### src/sv/rcfd_pkg.sv
`timescale 1ns / 1ps
`default_nettype none
// ----------------------------------------------------------------------------
// rcfd_pkg
// Shared constants and types of the RC channel frame decoder.
// ----------------------------------------------------------------------------
package rcfd_pkg;

   localparam int CHANNEL_COUNT_DEF = 14;

   localparam int BYTE_W   = 8;
   localparam int HI_W     = 4;
   localparam int VAL_W    = BYTE_W + HI_W;
   localparam int CH_IDX_W = 4;
   localparam int POS_W    = 5;
   localparam int SUM_W    = 16;
   localparam int LIMIT_W  = 16;
   localparam int QUIET_W  = 16;

   localparam logic [LIMIT_W-1:0] LIMIT_RESET = 16'd20;
   localparam logic [QUIET_W-1:0] QUIET_MAX   = 16'hFFFF;
   localparam logic [BYTE_W-1:0]  HDR_FIRST   = 8'h20;
   localparam logic [BYTE_W-1:0]  HDR_SECOND  = 8'h40;

   // input item kinds
   localparam logic KIND_BYTE = 1'b0;
   localparam logic KIND_TICK = 1'b1;

   // result kinds
   localparam logic RESULT_CHANNEL = 1'b0;
   localparam logic RESULT_TIMEOUT = 1'b1;

   // channel store: two banks of sixteen slots, address is {bank, channel}
   localparam int MEM_AW    = CH_IDX_W + 1;
   localparam int MEM_DEPTH = 1 << MEM_AW;

   // command queue between front and back
   localparam int FIFO_DEPTH = 4;

   typedef struct packed {
      logic is_timeout;
      logic bank;
   } cmd_type;

   typedef struct packed {
      logic              en;
      logic              hi;
      logic [MEM_AW-1:0] addr;
      logic [BYTE_W-1:0] data;
   } wr_type;

   typedef struct packed {
      logic en;
      logic bank;
   } release_type;

endpackage
`default_nettype wire

### src/sv/rcfd_cmd_fifo.sv
`timescale 1ns / 1ps
`default_nettype none
// ----------------------------------------------------------------------------
// rcfd_cmd_fifo
// Short command queue between the frame parser and the result sequencer.
// ----------------------------------------------------------------------------
module rcfd_cmd_fifo (
   input  wire logic             clock,
   input  wire logic             reset,
   input  wire logic             push,
   input  wire rcfd_pkg::cmd_type push_cmd,
   input  wire logic             pop,
   output rcfd_pkg::cmd_type     head_cmd,
   output logic                  empty,
   output logic                  full
);
   import rcfd_pkg::*;

   localparam int PTR_W = $clog2(FIFO_DEPTH);
   localparam int CNT_W = $clog2(FIFO_DEPTH + 1);

   cmd_type            entry_ff [FIFO_DEPTH];
   logic [PTR_W-1:0]   wr_ptr_ff, wr_ptr_in;
   logic [PTR_W-1:0]   rd_ptr_ff, rd_ptr_in;
   logic [CNT_W-1:0]   count_ff, count_in;

   assign empty    = (count_ff == '0);
   assign full     = (count_ff == CNT_W'(FIFO_DEPTH));
   assign head_cmd = entry_ff[rd_ptr_ff];

   always_comb begin
      wr_ptr_in = push ? wr_ptr_ff + 1'b1 : wr_ptr_ff;
      rd_ptr_in = pop  ? rd_ptr_ff + 1'b1 : rd_ptr_ff;
      count_in  = count_ff;
      if (push && !pop) begin
         count_in = count_ff + 1'b1;
      end else if (pop && !push) begin
         count_in = count_ff - 1'b1;
      end
   end

   always_ff @(posedge clock) begin
      if (reset) begin
         wr_ptr_ff <= '0;
         rd_ptr_ff <= '0;
         count_ff  <= '0;
      end else begin
         wr_ptr_ff <= wr_ptr_in;
         rd_ptr_ff <= rd_ptr_in;
         count_ff  <= count_in;
      end
   end

   always_ff @(posedge clock) begin
      if (push) begin
         entry_ff[wr_ptr_ff] <= push_cmd;
      end
   end

endmodule
`default_nettype wire

### src/sv/rcfd_front.sv
`timescale 1ns / 1ps
`default_nettype none
// ----------------------------------------------------------------------------
// rcfd_front
// Frame parser and link watchdog: takes bytes and ticks, checks frames and
// queues emit and timeout commands.
// ----------------------------------------------------------------------------
module rcfd_front #(
   parameter int CHANNEL_COUNT = rcfd_pkg::CHANNEL_COUNT_DEF
) (
   input  wire logic                          clock,
   input  wire logic                          reset,
   input  wire logic                          req_valid,
   output logic                               req_ready,
   input  wire logic                          req_kind,
   input  wire logic [rcfd_pkg::BYTE_W-1:0]   req_byte_value,
   input  wire logic                          csr_valid,
   output logic                               csr_ready,
   input  wire logic [rcfd_pkg::LIMIT_W-1:0]  csr_timeout_limit_ms,
   input  wire logic                          fifo_full,
   output logic                               push,
   output rcfd_pkg::cmd_type                  push_cmd,
   output rcfd_pkg::wr_type                   mem_wr,
   input  wire rcfd_pkg::release_type         bank_release
);
   import rcfd_pkg::*;

   localparam logic [POS_W-1:0] POS_HUNT    = POS_W'(0);
   localparam logic [POS_W-1:0] POS_HDR2    = POS_W'(1);
   localparam logic [POS_W-1:0] POS_DATA    = POS_W'(2);
   localparam logic [POS_W-1:0] POS_CK_LOW  = POS_W'(2 + 2 * CHANNEL_COUNT);
   localparam logic [POS_W-1:0] POS_CK_HIGH = POS_W'(3 + 2 * CHANNEL_COUNT);

   logic [LIMIT_W-1:0] limit_ff;
   logic [POS_W-1:0]   pos_ff, pos_in;
   logic [SUM_W-1:0]   sum_ff, sum_in;
   logic [QUIET_W-1:0] quiet_ff, quiet_in;
   logic               link_ff, link_in;
   logic               bank_ff, bank_in;
   logic [1:0]         busy_ff, busy_in;

   logic               accept;
   logic [POS_W-1:0]   pos_rel;
   logic [SUM_W-1:0]   sum_add;
   logic [SUM_W-1:0]   sum_inv;
   logic [QUIET_W-1:0] quiet_inc;

   assign csr_ready = 1'b1;
   // hold input while the queue is full or the bank to be filled is not yet fully read
   assign req_ready = !fifo_full && !busy_ff[bank_ff];
   assign accept    = req_valid && req_ready;

   assign pos_rel   = pos_ff - POS_DATA;
   assign sum_add   = sum_ff + SUM_W'(req_byte_value);
   assign sum_inv   = ~sum_ff;
   assign quiet_inc = (quiet_ff != QUIET_MAX) ? quiet_ff + 1'b1 : quiet_ff;

   always_comb begin
      pos_in   = pos_ff;
      sum_in   = sum_ff;
      quiet_in = quiet_ff;
      link_in  = link_ff;
      bank_in  = bank_ff;
      busy_in  = busy_ff;
      push     = 1'b0;
      push_cmd = '0;
      mem_wr   = '0;

      if (bank_release.en) begin
         busy_in[bank_release.bank] = 1'b0;
      end

      if (accept) begin
         if (req_kind == KIND_TICK) begin
            quiet_in = quiet_inc;
            if (link_ff && (quiet_inc > limit_ff)) begin
               link_in             = 1'b0;
               push                = 1'b1;
               push_cmd.is_timeout = 1'b1;
            end
         end else if (pos_ff == POS_HUNT) begin
            if (req_byte_value == HDR_FIRST) begin
               sum_in = SUM_W'(HDR_FIRST);
               pos_in = POS_HDR2;
            end else begin
               sum_in = '0;
            end
         end else if (pos_ff == POS_HDR2) begin
            if (req_byte_value == HDR_SECOND) begin
               sum_in = sum_add;
               pos_in = POS_DATA;
            end else begin
               pos_in = POS_HUNT;
            end
         end else if (pos_ff < POS_CK_LOW) begin
            sum_in       = sum_add;
            pos_in       = pos_ff + 1'b1;
            mem_wr.en    = 1'b1;
            mem_wr.hi    = pos_rel[0];
            mem_wr.addr  = {bank_ff, pos_rel[POS_W-1:1]};
            mem_wr.data  = req_byte_value;
         end else if (pos_ff == POS_CK_LOW) begin
            sum_in = sum_inv;
            pos_in = (sum_inv[BYTE_W-1:0] == req_byte_value) ? POS_CK_HIGH : POS_HUNT;
         end else begin
            pos_in = POS_HUNT;
            if ((pos_ff == POS_CK_HIGH) && (sum_ff[SUM_W-1:BYTE_W] == req_byte_value)) begin
               // good frame: hand the filled bank to the back end and swap
               push                = 1'b1;
               push_cmd.is_timeout = 1'b0;
               push_cmd.bank       = bank_ff;
               busy_in[bank_ff]    = 1'b1;
               bank_in             = ~bank_ff;
               quiet_in            = '0;
               link_in             = 1'b1;
            end
         end
      end
   end

   always_ff @(posedge clock) begin
      if (reset) begin
         limit_ff <= LIMIT_RESET;
         pos_ff   <= POS_HUNT;
         sum_ff   <= '0;
         quiet_ff <= '0;
         link_ff  <= 1'b0;
         bank_ff  <= 1'b0;
         busy_ff  <= '0;
      end else begin
         if (csr_valid && csr_ready) begin
            limit_ff <= csr_timeout_limit_ms;
         end
         pos_ff   <= pos_in;
         sum_ff   <= sum_in;
         quiet_ff <= quiet_in;
         link_ff  <= link_in;
         bank_ff  <= bank_in;
         busy_ff  <= busy_in;
      end
   end

endmodule
`default_nettype wire

### src/sv/rcfd_back.sv
`timescale 1ns / 1ps
`default_nettype none
// ----------------------------------------------------------------------------
// rcfd_back
// Result sequencer: holds the channel store and plays out queued commands,
// one result per cycle through the output register while rsp_ready is high.
// ----------------------------------------------------------------------------
module rcfd_back #(
   parameter int CHANNEL_COUNT = rcfd_pkg::CHANNEL_COUNT_DEF
) (
   input  wire logic                           clock,
   input  wire logic                           reset,
   input  wire rcfd_pkg::cmd_type              head_cmd,
   input  wire logic                           fifo_empty,
   output logic                                pop,
   input  wire rcfd_pkg::wr_type               mem_wr,
   output rcfd_pkg::release_type               bank_release,
   output logic                                rsp_valid,
   input  wire logic                           rsp_ready,
   output logic                                rsp_result_kind,
   output logic [rcfd_pkg::CH_IDX_W-1:0]       rsp_channel_index,
   output logic [rcfd_pkg::VAL_W-1:0]          rsp_channel_value,
   output logic                                rsp_last
);
   import rcfd_pkg::*;

   localparam logic [CH_IDX_W-1:0] LAST_IDX = CH_IDX_W'(CHANNEL_COUNT - 1);

   logic [BYTE_W-1:0]   lo_mem [MEM_DEPTH];
   logic [HI_W-1:0]     hi_mem [MEM_DEPTH];

   logic                in_frame_ff, in_frame_in;
   logic [CH_IDX_W-1:0] cur_idx_ff, cur_idx_in;
   logic                cur_bank_ff, cur_bank_in;

   logic                rsp_valid_ff;
   logic                kind_ff;
   logic [CH_IDX_W-1:0] idx_ff;
   logic [VAL_W-1:0]    value_ff;
   logic                last_ff;

   logic                advance;
   logic                emit;
   logic                emit_timeout;
   logic [CH_IDX_W-1:0] sel_idx;
   logic                sel_bank;
   logic                sel_last;
   logic [MEM_AW-1:0]   rd_addr;

   assign advance  = !rsp_valid_ff || rsp_ready;
   assign sel_last = (sel_idx == LAST_IDX);
   assign rd_addr  = {sel_bank, sel_idx};

   always_comb begin
      emit         = 1'b0;
      emit_timeout = 1'b0;
      pop          = 1'b0;
      sel_idx      = cur_idx_ff;
      sel_bank     = cur_bank_ff;
      in_frame_in  = in_frame_ff;
      cur_idx_in   = cur_idx_ff;
      cur_bank_in  = cur_bank_ff;
      bank_release = '0;

      if (advance) begin
         if (in_frame_ff) begin
            emit = 1'b1;
         end else if (!fifo_empty) begin
            pop  = 1'b1;
            emit = 1'b1;
            if (head_cmd.is_timeout) begin
               emit_timeout = 1'b1;
            end else begin
               sel_idx  = '0;
               sel_bank = head_cmd.bank;
            end
         end
      end

      if (emit && !emit_timeout) begin
         cur_idx_in  = sel_idx + 1'b1;
         cur_bank_in = sel_bank;
         in_frame_in = !sel_last;
         // free the bank once its last entry has been read
         if (sel_last) begin
            bank_release.en   = 1'b1;
            bank_release.bank = sel_bank;
         end
      end
   end

   always_ff @(posedge clock) begin
      if (mem_wr.en) begin
         if (mem_wr.hi) begin
            hi_mem[mem_wr.addr] <= mem_wr.data[HI_W-1:0];
         end else begin
            lo_mem[mem_wr.addr] <= mem_wr.data;
         end
      end
   end

   always_ff @(posedge clock) begin
      if (reset) begin
         in_frame_ff  <= 1'b0;
         cur_idx_ff   <= '0;
         cur_bank_ff  <= 1'b0;
         rsp_valid_ff <= 1'b0;
      end else begin
         in_frame_ff <= in_frame_in;
         cur_idx_ff  <= cur_idx_in;
         cur_bank_ff <= cur_bank_in;
         if (advance) begin
            rsp_valid_ff <= emit;
         end
      end
   end

   always_ff @(posedge clock) begin
      if (advance && emit) begin
         kind_ff  <= emit_timeout ? RESULT_TIMEOUT : RESULT_CHANNEL;
         idx_ff   <= emit_timeout ? '0 : sel_idx;
         value_ff <= emit_timeout ? '0 : {hi_mem[rd_addr], lo_mem[rd_addr]};
         last_ff  <= emit_timeout || sel_last;
      end
   end

   assign rsp_valid         = rsp_valid_ff;
   assign rsp_result_kind   = kind_ff;
   assign rsp_channel_index = idx_ff;
   assign rsp_channel_value = value_ff;
   assign rsp_last          = last_ff;

endmodule
`default_nettype wire

### src/sv/rc_channel_frame_decoder_top.sv
`timescale 1ns / 1ps
`default_nettype none
// Output: a good frame's last checksum byte, or a timeout, queues a command that the
//   back end pops and registers, then one value per cycle while rsp_ready is high.
// Throughput: one input transaction per cycle; ready drops only when the command queue
//   is full or both channel-store banks still wait to be played out.
// Reset: synchronous, active high; parser, watchdog, queue and output are cleared at once,
//   limit returns to 20 ms, no clearing pass.
// ----------------------------------------------------------------------------
// rc_channel_frame_decoder_top
// RC receiver frame decoder with link timeout watch.
// ----------------------------------------------------------------------------
module rc_channel_frame_decoder_top #(
   parameter int CHANNEL_COUNT = rcfd_pkg::CHANNEL_COUNT_DEF
) (
   input  wire logic                          clock,
   input  wire logic                          reset,
   input  wire logic                          req_valid,
   output logic                               req_ready,
   input  wire logic                          req_kind,
   input  wire logic [rcfd_pkg::BYTE_W-1:0]   req_byte_value,
   output logic                               rsp_valid,
   input  wire logic                          rsp_ready,
   output logic                               rsp_result_kind,
   output logic [rcfd_pkg::CH_IDX_W-1:0]      rsp_channel_index,
   output logic [rcfd_pkg::VAL_W-1:0]         rsp_channel_value,
   output logic                               rsp_last,
   input  wire logic                          csr_valid,
   output logic                               csr_ready,
   input  wire logic [rcfd_pkg::LIMIT_W-1:0]  csr_timeout_limit_ms
);
   import rcfd_pkg::*;

   logic        push;
   cmd_type     push_cmd;
   logic        pop;
   cmd_type     head_cmd;
   logic        fifo_empty;
   logic        fifo_full;
   wr_type      mem_wr;
   release_type bank_release;

   rcfd_front #(
      .CHANNEL_COUNT (CHANNEL_COUNT)
   ) u_front (
      .clock                (clock),
      .reset                (reset),
      .req_valid            (req_valid),
      .req_ready            (req_ready),
      .req_kind             (req_kind),
      .req_byte_value       (req_byte_value),
      .csr_valid            (csr_valid),
      .csr_ready            (csr_ready),
      .csr_timeout_limit_ms (csr_timeout_limit_ms),
      .fifo_full            (fifo_full),
      .push                 (push),
      .push_cmd             (push_cmd),
      .mem_wr               (mem_wr),
      .bank_release         (bank_release)
   );

   rcfd_cmd_fifo u_fifo (
      .clock    (clock),
      .reset    (reset),
      .push     (push),
      .push_cmd (push_cmd),
      .pop      (pop),
      .head_cmd (head_cmd),
      .empty    (fifo_empty),
      .full     (fifo_full)
   );

   rcfd_back #(
      .CHANNEL_COUNT (CHANNEL_COUNT)
   ) u_back (
      .clock             (clock),
      .reset             (reset),
      .head_cmd          (head_cmd),
      .fifo_empty        (fifo_empty),
      .pop               (pop),
      .mem_wr            (mem_wr),
      .bank_release      (bank_release),
      .rsp_valid         (rsp_valid),
      .rsp_ready         (rsp_ready),
      .rsp_result_kind   (rsp_result_kind),
      .rsp_channel_index (rsp_channel_index),
      .rsp_channel_value (rsp_channel_value),
      .rsp_last          (rsp_last)
   );

endmodule
`default_nettype wire

### config.mk
export PLATFORM = sky130hd
export DESIGN_NAME = rc_channel_frame_decoder_top
export DESIGN_NICKNAME = d
export VERILOG_FILES = /design/src/sv/rcfd_pkg.sv /design/src/sv/rcfd_cmd_fifo.sv /design/src/sv/rcfd_front.sv /design/src/sv/rcfd_back.sv /design/src/sv/rc_channel_frame_decoder_top.sv
export SDC_FILE = /design/constraint.sdc
export NUM_CORES = 1
export LEC_CHECK = 0
export BUFFER_PORTS_ARGS = -buffer_cell sky130_fd_sc_hd__buf_2
export CORE_MARGIN = 2
export CORE_UTILIZATION = 62
export DETAILED_ROUTE_END_ITERATION = 6
export MAX_ROUTING_LAYER = met4
export PLACE_DENSITY = 0.79
export SYNTH_ARGS = -nofsm -noshare
export SYNTH_HDL_FRONTEND = slang
export SYNTH_SLANG_ARGS = --single-unit
### constraint.sdc
create_clock -name clock -period 6.51 [get_ports clock]
set_clock_uncertainty 0.15 [all_clocks]
set_input_delay 0.9765 -clock clock [delete_from_list [all_inputs] [get_ports clock]]
set_output_delay 0.9765 -clock clock [all_outputs]
set_load 0.03 [all_outputs]
## Yosys cells after proc, flatten, opt, wreduce, memory -nomap -nowiden

Memories as Yosys holds them, arrays and structs flattened. A register that Yosys moved wholly into a read port is not among the register bits.
Cells that the tools add are included.

- Logic and storage cells: 185
- Bits in writable memories: 392
- Memories: 3
- Bits in registers: 77
- Output and inout port bits: 21
- Bits of input ports: 30

Memories:

| memory | words | width | read ports | clocked after memory_dff | write ports | line | text |
|---|---|---|---|---|---|---|---|
| u_back.lo_mem | 32 | 8 | 1 | 1 | 1 | rcfd_back.sv:29 | `logic [BYTE_W-1:0] lo_mem [MEM_DEPTH];` |
| u_back.hi_mem | 32 | 4 | 1 | 1 | 1 | rcfd_back.sv:30 | `logic [HI_W-1:0] hi_mem [MEM_DEPTH];` |
| u_fifo.entry_ff | 4 | 2 | 1 | 1 | 1 | rcfd_cmd_fifo.sv:22 | `cmd_type entry_ff [FIFO_DEPTH];` |

- Bitwise logic cells: 10
- Equal/unequal tests: 17
- Order comparisons: 6
- Reductions and logical operators: 29
- Add/sub/neg operators: 9
- Muxes and demuxes: 94

Operator list:

| kind | count |
|---|---|
| 16-bit 2-to-1 mux | 12 |
| 15-bit 2-to-1 mux | 5 |
| 1-bit 2-to-1 mux | 44 |
| 2-bit 2-to-1 mux | 18 |
| 5-bit 2-to-1 mux | 6 |
| 16-bit by 1-bit adder with 16-bit output, second input constant | 1 |
| 16-bit by 8-bit adder with 16-bit output | 1 |
| 8-bit == test | 2 |
| 16-bit greater-than comparator | 1 |
| 4-bit 2-to-1 mux | 4 |
| 16-bit != test, second input constant | 1 |
| 16-bit NOT | 1 |
| 7-bit AND reduction | 2 |
| 5-bit == test, second input constant | 2 |
| 1-bit logical AND | 10 |
| 2-bit != test, second input constant | 5 |
| 8-bit by 6-bit == test with 1-bit output, second input constant | 1 |
| 8-bit by 7-bit == test with 1-bit output, second input constant | 1 |
| 1-bit logical NOT | 7 |
| 3-bit 2-to-1 mux | 2 |
| 6-bit 2-to-1 mux | 1 |
| 1-bit NOT | 6 |
| 6-bit AND reduction | 1 |
| 5-bit by 1-bit adder with 5-bit output, second input constant | 1 |
| other kinds (24) | 30 |

## Longest topological paths before layout

Gate-level depths: netlist of the first run.

- Depth after elaboration: 22
- Depth in mapped cells: 19
- Gate-level depth less buffers: 19

## By module

From an unflattened synthesis of the first run, not the netlist that was laid out.

- Cells, all modules: 1,656
- Area total of the unflattened synthesis: 21,564.4 um^2

By module, submodules not included:

| module | area each (um^2) | instances | sequential area each (um^2) | cells each |
|---|---|---|---|---|
| rcfd_back | 16,936.2 | 1 | 12,211.7 | 1,121 |
| rcfd_front | 3,913.8 | 1 | 1,141.1 | 481 |
| rcfd_cmd_fifo | 714.4 | 1 | 420.4 | 54 |

## Least setup slack after synthesis of the first run

OpenSTA, ideal clock, no wires.

- Kind: reg2reg
- Start: register u_front.quiet_ff[3]
- End: register u_fifo.count_ff[2]
- Setup slack: 1.924 ns
- Buffers on the path: 1
- Setup time: 0.070 ns
- Arrival: 4.366 ns
- Period minus slack after synthesis: 4.586 ns
- Cell stages (with the launch flop): 19
- Data required time: 6.290 ns
- Cells stage by stage: dfxtp_1 > clkbuf_1 > nand4_1 > or4_1 > nor2_1 > mux2_2 > ha_1 > nand4_1 > or3_1 > a21oi_1 > o31a_1 > nor2_1 > inv_1 > ha_1 > inv_1 > fa_1 > xor2_1 > or3_1 > a21oi_1

- Longest elaborated chain between the ends: 10
- Elaborated cells on any way between the ends: 13
- Classes of those cells: 1 x add/sub; 1 x order compare; 1 x eq/ne; 5 x mux; 5 x reduce/logical

Ends and longest elaborated chain:

| what | line | text |
|---|---|---|
| start, declared | rcfd_front.sv:37 | `logic [QUIET_W-1:0] quiet_ff, quiet_in;` |
| start signal, assigned | rcfd_front.sv:136 | `quiet_ff <= quiet_in;` |
| 16-bit by 1-bit adder with 16-bit output / 16-bit != test (equally long branches) | rcfd_front.sv:56 | `assign quiet_inc = (quiet_ff != QUIET_MAX) ? quiet_ff + 1'b1 : quiet_ff;` |
| 16-bit 2-to-1 mux (*) | rcfd_front.sv:56 |  |
| 16-bit greater-than comparator (*) | rcfd_front.sv:76 | `if (link_ff && (quiet_inc > limit_ff)) begin` |
| 1-bit logical AND (*) | rcfd_front.sv:76 |  |
| 1-bit 2-to-1 mux (*) | rcfd_front.sv:76 |  |
| 1-bit 2-to-1 mux (*) | rcfd_front.sv:74 | `if (req_kind == KIND_TICK) begin` |
| 1-bit 2-to-1 mux (*) | rcfd_front.sv:73 | `if (accept) begin` |
| net push | rc_channel_frame_decoder_top.sv:34 | `logic push;` |
| 1-bit logical NOT | rcfd_cmd_fifo.sv:37 | `end else if (pop && !push) begin` |
| 1-bit logical AND | rcfd_cmd_fifo.sv:37 |  |
| 2-bit nonzero test (no source line) | n/a |  |
| end signal, assigned | rcfd_cmd_fifo.sv:50 | `count_ff <= count_in;` |
| end, declared | rcfd_cmd_fifo.sv:25 | `logic [CNT_W-1:0] count_ff, count_in;` |

Mark *: on every way through the listed nets, which the timed path passes. The rest lies on a longest branch.
A chain may end at the register's enable or synchronous reset.

## Worst setup path after layout of the first run

Same ends and word-level chain as after synthesis.

==> qor.yml, run 1 <==
slew_headroom_pct: 21.79
grt_pass1_vias: 13430
netlist_instances: 1581
place_congestion: 0.9074
layout-drive-gt1-share_pct: 12.88
fp.dieW_um: 188.5
detail_route.first_pass.iterations: 6
clock_path_buffers: 3
grt_setup_unrepaired: "false"
critPathMaxStageDelay_ns: 0.52
cts_sinks: 483
power_density_mw_per_mm2: 324.7
clock-root-buffer: "clkbuf_16"
synth_ff_type: "edfxtp_1"
setup_violations: 0
cts_buffers: 48
wl_per_cell_um: 23.08
rows: 67
grt_max_degree: 66
synth.ff_latch_count: 483
die_area_mm2: 0.03555
vias: 13660
syn2layout_area_growth_pct: 10.13
worst-setup-path-type: "flop to flop"
initial_core_util_pct: 62.96
via_per_inst: 6.453
r2r_cells: 18
portBuffers: 49
syn_area_per_cell_um2: 13.35
cts_tree: "built"
synth_edf_count: 410
final_util_pct: 69.34
worst_pin_slew_ns: 1.173
ant_nets: 0
hpwl_mm: 29.98
drt-initial-drc-count: 1724
wl_mm: 48.87
async_flop_share_pct: 0
r2r_start: "u_front.quiet_ff[3]$_SDFFE_PP0P_"
critical_path.startpoint: "u_front.quiet_ff[3]$_SDFFE_PP0P_"
overflow: 0
clkLatencyLatePin_ns: 0.57
cpMaxStageDelayCell: "nor3_1"
track_usage_pct: 28.53
cts_resized: 0
drv_cap: 0
cp-start-kind: "flop"
syn_area_mm2: 0.02111
critPathMaxFanout: 10
max_freq_ghz: 0.1909
p_leak_nw: 7.354
yosysUniqueCellTypes: 75
status: "finished, final reports clean"
setup.worst_path.end: "u_fifo.count_ff[2]$_SDFFE_PP0P_"
path_common_cell: "a21oi_1"
setup_tns_ns: 0
crit_required_ns: 6.85
drc: 0
peakVddDrop_v: 0.0002373
antenna_cells: 0
worstSetupEndpointType: "flop"
synth_warnings: 0
period_needed_ns: 5.238
clkTransAtPathRegs_ns: 0.06
reg2reg_slack_ns: 1.27
crit_chain: "nand4_1 > nor3_1 > a21oi_1 > and3_1 > xor2_1 > ha_1 > nand4_1 > or3_1 > a21oi_1 > o31a_1 > nor2_1 > inv_1 > ha_1 > inv_1 > fa_1 > xor2_1 > or3_1 > a21oi_1"
coreArea_mm2: 0.03353
grt_first_pass_wirelength_mm: 75.57
htreeDepth: 2
die_h_um: 188.5
synth-seq-area-share_pct: 65.24
io_pins: 51
hold_violations: 0
slew_violations: 0
whs_ns: 0.3378
period_share_pct: 80.46
timing.rr.end: "u_fifo.count_ff[2]$_SDFFE_PP0P_"
cp.arrival_ns: 5.58
cts_hold_buf: 0
post-cts-setup-buffers: 0
antenna_found_initial: 1
hp-class: "flop to flop"
nets: 1701
==> critical path: cells and delay by family (launching register included) <==
family	cells	cell delay [ns]
buf+inv	2	0.16
xor+xnor	2	0.33
fa+ha+maj	3	0.93
flops	1	0.49
compound gates	4	0.99
simple gates	7	2.09
==> power by group <==
part | internal (mW) | total (mW) | switching (mW)
Combinational | 0.435 | 1.36 | 0.927
Sequential | 3.47 | 3.58 | 0.113
Clock | 1.46 | 2.60 | 1.14
Total | 5.37 | 7.55 | 2.18
==> worst min path at each step <==
stage	from	depth (start not counted)	slack, ns	end
4_1_cts	u_front.sum_ff[5]$_SDFFE_PP0P_	2	0.33	u_front.sum_ff[5]$_SDFFE_PP0P_
3_3_place_gp	u_front.sum_ff[5]$_SDFFE_PP0P_	2	0.32	u_front.sum_ff[5]$_SDFFE_PP0P_
3_5_place_dp	u_front.sum_ff[5]$_SDFFE_PP0P_	2	0.32	u_front.sum_ff[5]$_SDFFE_PP0P_
2_1_floorplan	u_front.busy_ff[0]$_SDFF_PP0_	2	0.30	u_front.busy_ff[0]$_SDFF_PP0_
6_report	u_front.sum_ff[5]$_SDFFE_PP0P_	2	0.34	u_front.sum_ff[5]$_SDFFE_PP0P_
5_1_grt	u_front.sum_ff[5]$_SDFFE_PP0P_	2	0.36	u_front.sum_ff[5]$_SDFFE_PP0P_
==> Yosys cell counts, types with 5 or more instances <==
| library cell | number | area [um2] |
|---|---|---|
| mux2i_1 | 82 | 820.8 |
| ha_1 | 37 | 462.9 |
| nor3_1 | 51 | 255.2 |
| a211oi_1 | 23 | 172.7 |
| nand4_1 | 17 | 106.4 |
| xnor2_1 | 11 | 96.34 |
| and2_1 | 18 | 112.6 |
| nand2_1 | 79 | 296.5 |
| nand2b_1 | 5 | 31.28 |
| nor2b_1 | 35 | 219.0 |
| mux4_2 | 25 | 563.0 |
| nor2_1 | 150 | 563.0 |
| dfxtp_1 | 73 | 1461 |
| mux2_2 | 28 | 315.3 |
| a22oi_1 | 19 | 142.6 |
| o21ai_0 | 48 | 240.2 |
| or3_1 | 6 | 37.54 |
| buf_1 | 9 | 33.78 |
| or2_2 | 6 | 37.54 |
| and3_1 | 9 | 56.30 |
| o211ai_1 | 9 | 67.56 |
| or4_1 | 5 | 37.54 |
| or4b_1 | 11 | 110.1 |
| edfxtp_1 | 410 | 12310 |
| a2bb2oi_1 | 22 | 192.7 |
| clkbuf_1 | 59 | 221.5 |
| inv_1 | 43 | 161.4 |
| o221ai_1 | 23 | 201.4 |
| nand3b_1 | 6 | 45.04 |
| buf_2 | 17 | 85.08 |
| nand3_1 | 24 | 120.1 |
| a31oi_1 | 21 | 131.4 |
| a21o_1 | 7 | 52.55 |
| a21oi_1 | 104 | 520.5 |
| o21a_1 | 5 | 37.54 |
| xor2_1 | 19 | 166.4 |
==> state kept, by name, summed over array words and instances, names as in the netlist, 3 cells and up, named ones only <==
register and count:
u_back.rsp_channel_index 4, u_front.pos_ff 5, u_front.quiet_ff 16, u_back.rsp_channel_value 12, u_back.cur_idx_ff 4, u_back.lo_mem 256, u_front.limit_ff 16, u_front.sum_ff 16
u_fifo.entry_ff 8, u_back.hi_mem 128, u_fifo.count_ff 3
==> cell families (layout without fill, tap and decap cells) <==
logic type	count (synthesis)	count (layout)	share of synthesized area, %
adders and majority gates	39	39	2.382
other	2	25	0.03557
muxes	136	136	8.172
xor gates and xnor gates	30	30	1.245
buffers and inverters	136	201	2.679
AOI/OAI and AO/OA	312	312	9.790
DFF	483	483	65.24
and+or+nand+nor	443	443	10.46
==> metal layers <==
| layer | vias up | GRT usage, % | part of all wire (%) |
|---|---|---|---|
| met2 | 768 | 44.88 | 48 |
| met5 | - | - | 0 |
| met1 | 6687 | 37.38 | 39 |
| met3 | 118 | 5.606 | 9.5 |
| li1 | 6089 | - | - |
| met4 | 0 | 10.31 | 3.5 |
==> layout make-up <==
class                           count  area (um2)
Sequential cell                   483       13780
Fill cell                        2288       10280
Multi-Input combinational cell    985        6890
Clock buffer                       64        1281
Tap cell                          448       560.5
Timing Repair Buffer               69       395.4
Clock inverter                     23       175.2
Inverter                           45       168.9
==> stage by stage <==
step                std cells  power [mW]  worst slack (ns)  area (um2)
floorplan                1604       4.551             1.924       21200
global placement         2030       4.943             1.553       21800
detailed placement       2030       4.974             1.381       21800
CTS                      2117       7.543             1.329       23250
global route             2117       7.780             1.004       23250
finish                   2117       7.550             1.272       23250
==> layout by cell type, fill, tap and decap left out, types with 10 or more instances in the layout <==
cell and instances:
edfxtp_1 410, nor2_1 149, a21oi_1 104, mux2i_1 82
nand2_1 79, dfxtp_1 71, nor3_1 50, buf_2 49
o21ai_0 48, clkbuf_16 48, inv_1 43, ha_1 37
nor2b_1 35, mux2_2 28, mux4_2 25, conb_1 25
nand3_1 24, o221ai_1 23, a211oi_1 23, a2bb2oi_1 22
a31oi_1 21, buf_4 20, xor2_1 19, a22oi_1 19
nand4_1 17, and2_1 14, clkbuf_1 14, xnor2_1 11
or4b_1 11, clkinv_2 10
Note: power is estimated with default switching activity, not from simulation.
==> inputs of run 2 (changes only) <==
- CORE_UTILIZATION: 62 -> 56
- PLACE_DENSITY: 0.79 -> 0.75
- clock period: 6.51 -> 4.4 ns (I/O delays scaled with it)
==> qor.yml, run 2 (synthesis gave the netlist of run 1 again) <==
status: "finished, final reports clean"
timing.rr.end: "u_fifo.count_ff[2]$_SDFFE_PP0P_"
hp-class: "primary input to flop"
cp.arrival_ns: 4.57  # -1.01 ns
cts_hold_buf: 0  # unchanged
portBuffers: 49  # unchanged
ant_nets: 0  # unchanged
antenna_found_initial: 0  # -1
worst_pin_slew_ns: 1.139  # -0.03345 ns
initial_core_util_pct: 56.45  # -6.5 points
cp-start-kind: "flop"
die_area_mm2: 0.03927  # +10%
clock-root-buffer: "clkbuf_16"
coreArea_mm2: 0.03740  # +12%
cts_tree: "built"
place_congestion: 0.8735  # -3.7%
track_usage_pct: 26.67  # -1.9 points
grt_first_pass_wirelength_mm: 76.78  # +1.6%
peakVddDrop_v: 0.0003573  # +51%
fin_ws_ns: 0.2104  # -1.061 ns
cpMaxStageDelayCell: "or4_4"
crit_chain: "nand4_1 > or4_4 > buf_4 > buf_4 > o21a_1 > nand2_2 > ha_4 > nand4_1 > or3_4 > a21oi_2 > o31a_1 > nor2_2 > inv_1 > ha_2 > inv_1 > fa_1 > xor2_1 > or3_1 > a21oi_2"
htreeDepth: 2  # unchanged
hp-start: "csr_timeout_limit_ms[4]"
clock_path_buffers: 3  # unchanged
place_ws_ns: 0.007757  # -1.373 ns
p_leak_nw: 7.766  # +5.6%
syn2layout_area_growth_pct: 14.38
critPathMaxFanout: 2  # -8
hold_end: "u_front.limit_ff[4]$_SDFFE_PP1P_"
detail_route.first_pass.iterations: 5  # -1
drc: 0  # unchanged
crit_required_ns: 4.78  # -2.07 ns
antenna_cells: 0  # unchanged
period_share_pct: 95.22  # +15 points
reg2reg_slack_ns: 0.21  # -1.06 ns
drt-initial-drc-count: 1551  # -10%
cts_sinks: 483  # unchanged
hpwl_mm: 32.15  # +7.3%
critPathMaxStageDelay_ns: 0.54  # +0.02 ns
io_pins: 51  # unchanged
clkLatencyLatePin_ns: 0.60  # +0.03 ns
layout-drive-gt1-share_pct: 17.68  # +4.8 points
overflow: 0  # unchanged
vias: 13760  # +0.72%
die_h_um: 198.2  # +5.1%
wl_mm: 50.12  # +2.6%
rows: 71  # +6.0%
worstSetupEndpointType: "flop"
regMostFlops: "u_back.lo_mem"
grt_max_degree: 75  # +14%
via_per_inst: 6.138  # -4.9%
grt_pass1_vias: 13390  # -0.30%
clkTransAtPathRegs_ns: 0.06  # about the same
reg_top3: "u_back.lo_mem (256), u_back.hi_mem (128)"
cts_buffers: 49  # +2.1%
slew_headroom_pct: 24.02  # +2.2 points
r2r_cells: 19  # +1
mostFrequentLayoutCell: "edfxtp_1"
drv_cap: 0  # unchanged
r2r_start: "u_front.quiet_ff[4]$_SDFFE_PP0P_"
worst-setup-path-type: "flop to flop"
slew_violations: 0  # unchanged
period_needed_ns: 4.190  # -1.049 ns
power_density_mw_per_mm2: 482.9  # +49%
largest_reg_flops: 256  # unchanged
setup_violations: 0  # unchanged
whs_path_depth: 3  # +1
setup_tns_ns: 0  # unchanged
nets: 1760  # +3.5%
max_freq_ghz: 0.2387  # +25%
whs_ns: 0.1246  # -0.2131 ns
hold_violations: 0  # unchanged
fp.dieW_um: 198.2  # +5.1%
wl_per_cell_um: 22.35  # -3.2%
final_cell_mix: "410 x edfxtp_1, 147 x nor2_1, 100 x a21oi_1, 82 x mux2i_1, 77 x nand2_1"
fillCellCount: 2708  # +18%
## run 2: worst max path at each step
stage | endpoint | cells past startpoint | from
5_1_grt | u_fifo.count_ff[2]$_SDFFE_PP0P_ | 19 | u_front.quiet_ff[4]$_SDFFE_PP0P_
4_1_cts | u_fifo.count_ff[2]$_SDFFE_PP0P_ | 17 | u_front.quiet_ff[4]$_SDFFE_PP0P_
3_5_place_dp | u_fifo.count_ff[2]$_SDFFE_PP0P_ | 17 | u_front.quiet_ff[5]$_SDFFE_PP0P_
6_report | u_fifo.count_ff[2]$_SDFFE_PP0P_ | 19 | u_front.quiet_ff[4]$_SDFFE_PP0P_
2_1_floorplan | u_fifo.count_ff[2]$_SDFFE_PP0P_ | 18 | u_front.quiet_ff[3]$_SDFFE_PP0P_
3_3_place_gp | u_fifo.count_ff[2]$_SDFFE_PP0P_ | 17 | u_front.quiet_ff[6]$_SDFFE_PP0P_
## run 2: layout make-up
cell class,count,area [um2],share of cell area (%)
Sequential cell,483,13800,57.13
Inverter,45,168.9,0.6995
Timing Repair Buffer,127,880.8,3.648
Tap cell,511,639.4,2.648
Multi-Input combinational cell,985,7002,28.99
Clock inverter,25,311.5,1.290
Clock buffer,66,1350,5.591
## run 2: through the flow
stage	cell area (um2)	utilization [%]	total power, mW	cells
6_report	24150	64.57	11.66	2242
5_1_grt	24150	64.57	12.04	2242
4_1_cts	23990	64.15	11.68	2237
3_5_place_dp	22320	59.68	7.442	2145
3_3_place_gp	22320	59.68	7.401	2145
2_1_floorplan	21210	-	6.733	1604
## run 2: critical path: cells and delay by family (launching register included)
kind | cells | cell delay, ns
buffers and inverters | 4 | 0.42
DFF | 1 | 0.34
adders and majority gates | 3 | 0.73
AOI/OAI and AO/OA | 4 | 0.60
xor gates and xnor gates | 1 | 0.18
and+or+nand+nor | 7 | 1.71
## run 2: layer usage
metal  vias to the layer above  track usage [%]  routed length [um]
met5                         -                -                   0
met4                         0            8.159                1394
met3                       110            4.599                4374
met2                       696            41.53               24030
met1                      6726            36.19               20320
li1                       6229                -                   -
## run 2: report_power, final
part | total [mW] | switching [mW] | internal, mW
registers | 5.28 | 0.153 | 5.13
clock network | 4.27 | 1.76 | 2.51
logic | 2.11 | 1.41 | 0.697
total | 11.7 | 3.32 | 8.34
## run 2: timing repair
action,CTS,global route
resized for setup,0,29
pin swaps,1,7
endpoints found under the setup margin,1,1
setup buffers,1,5
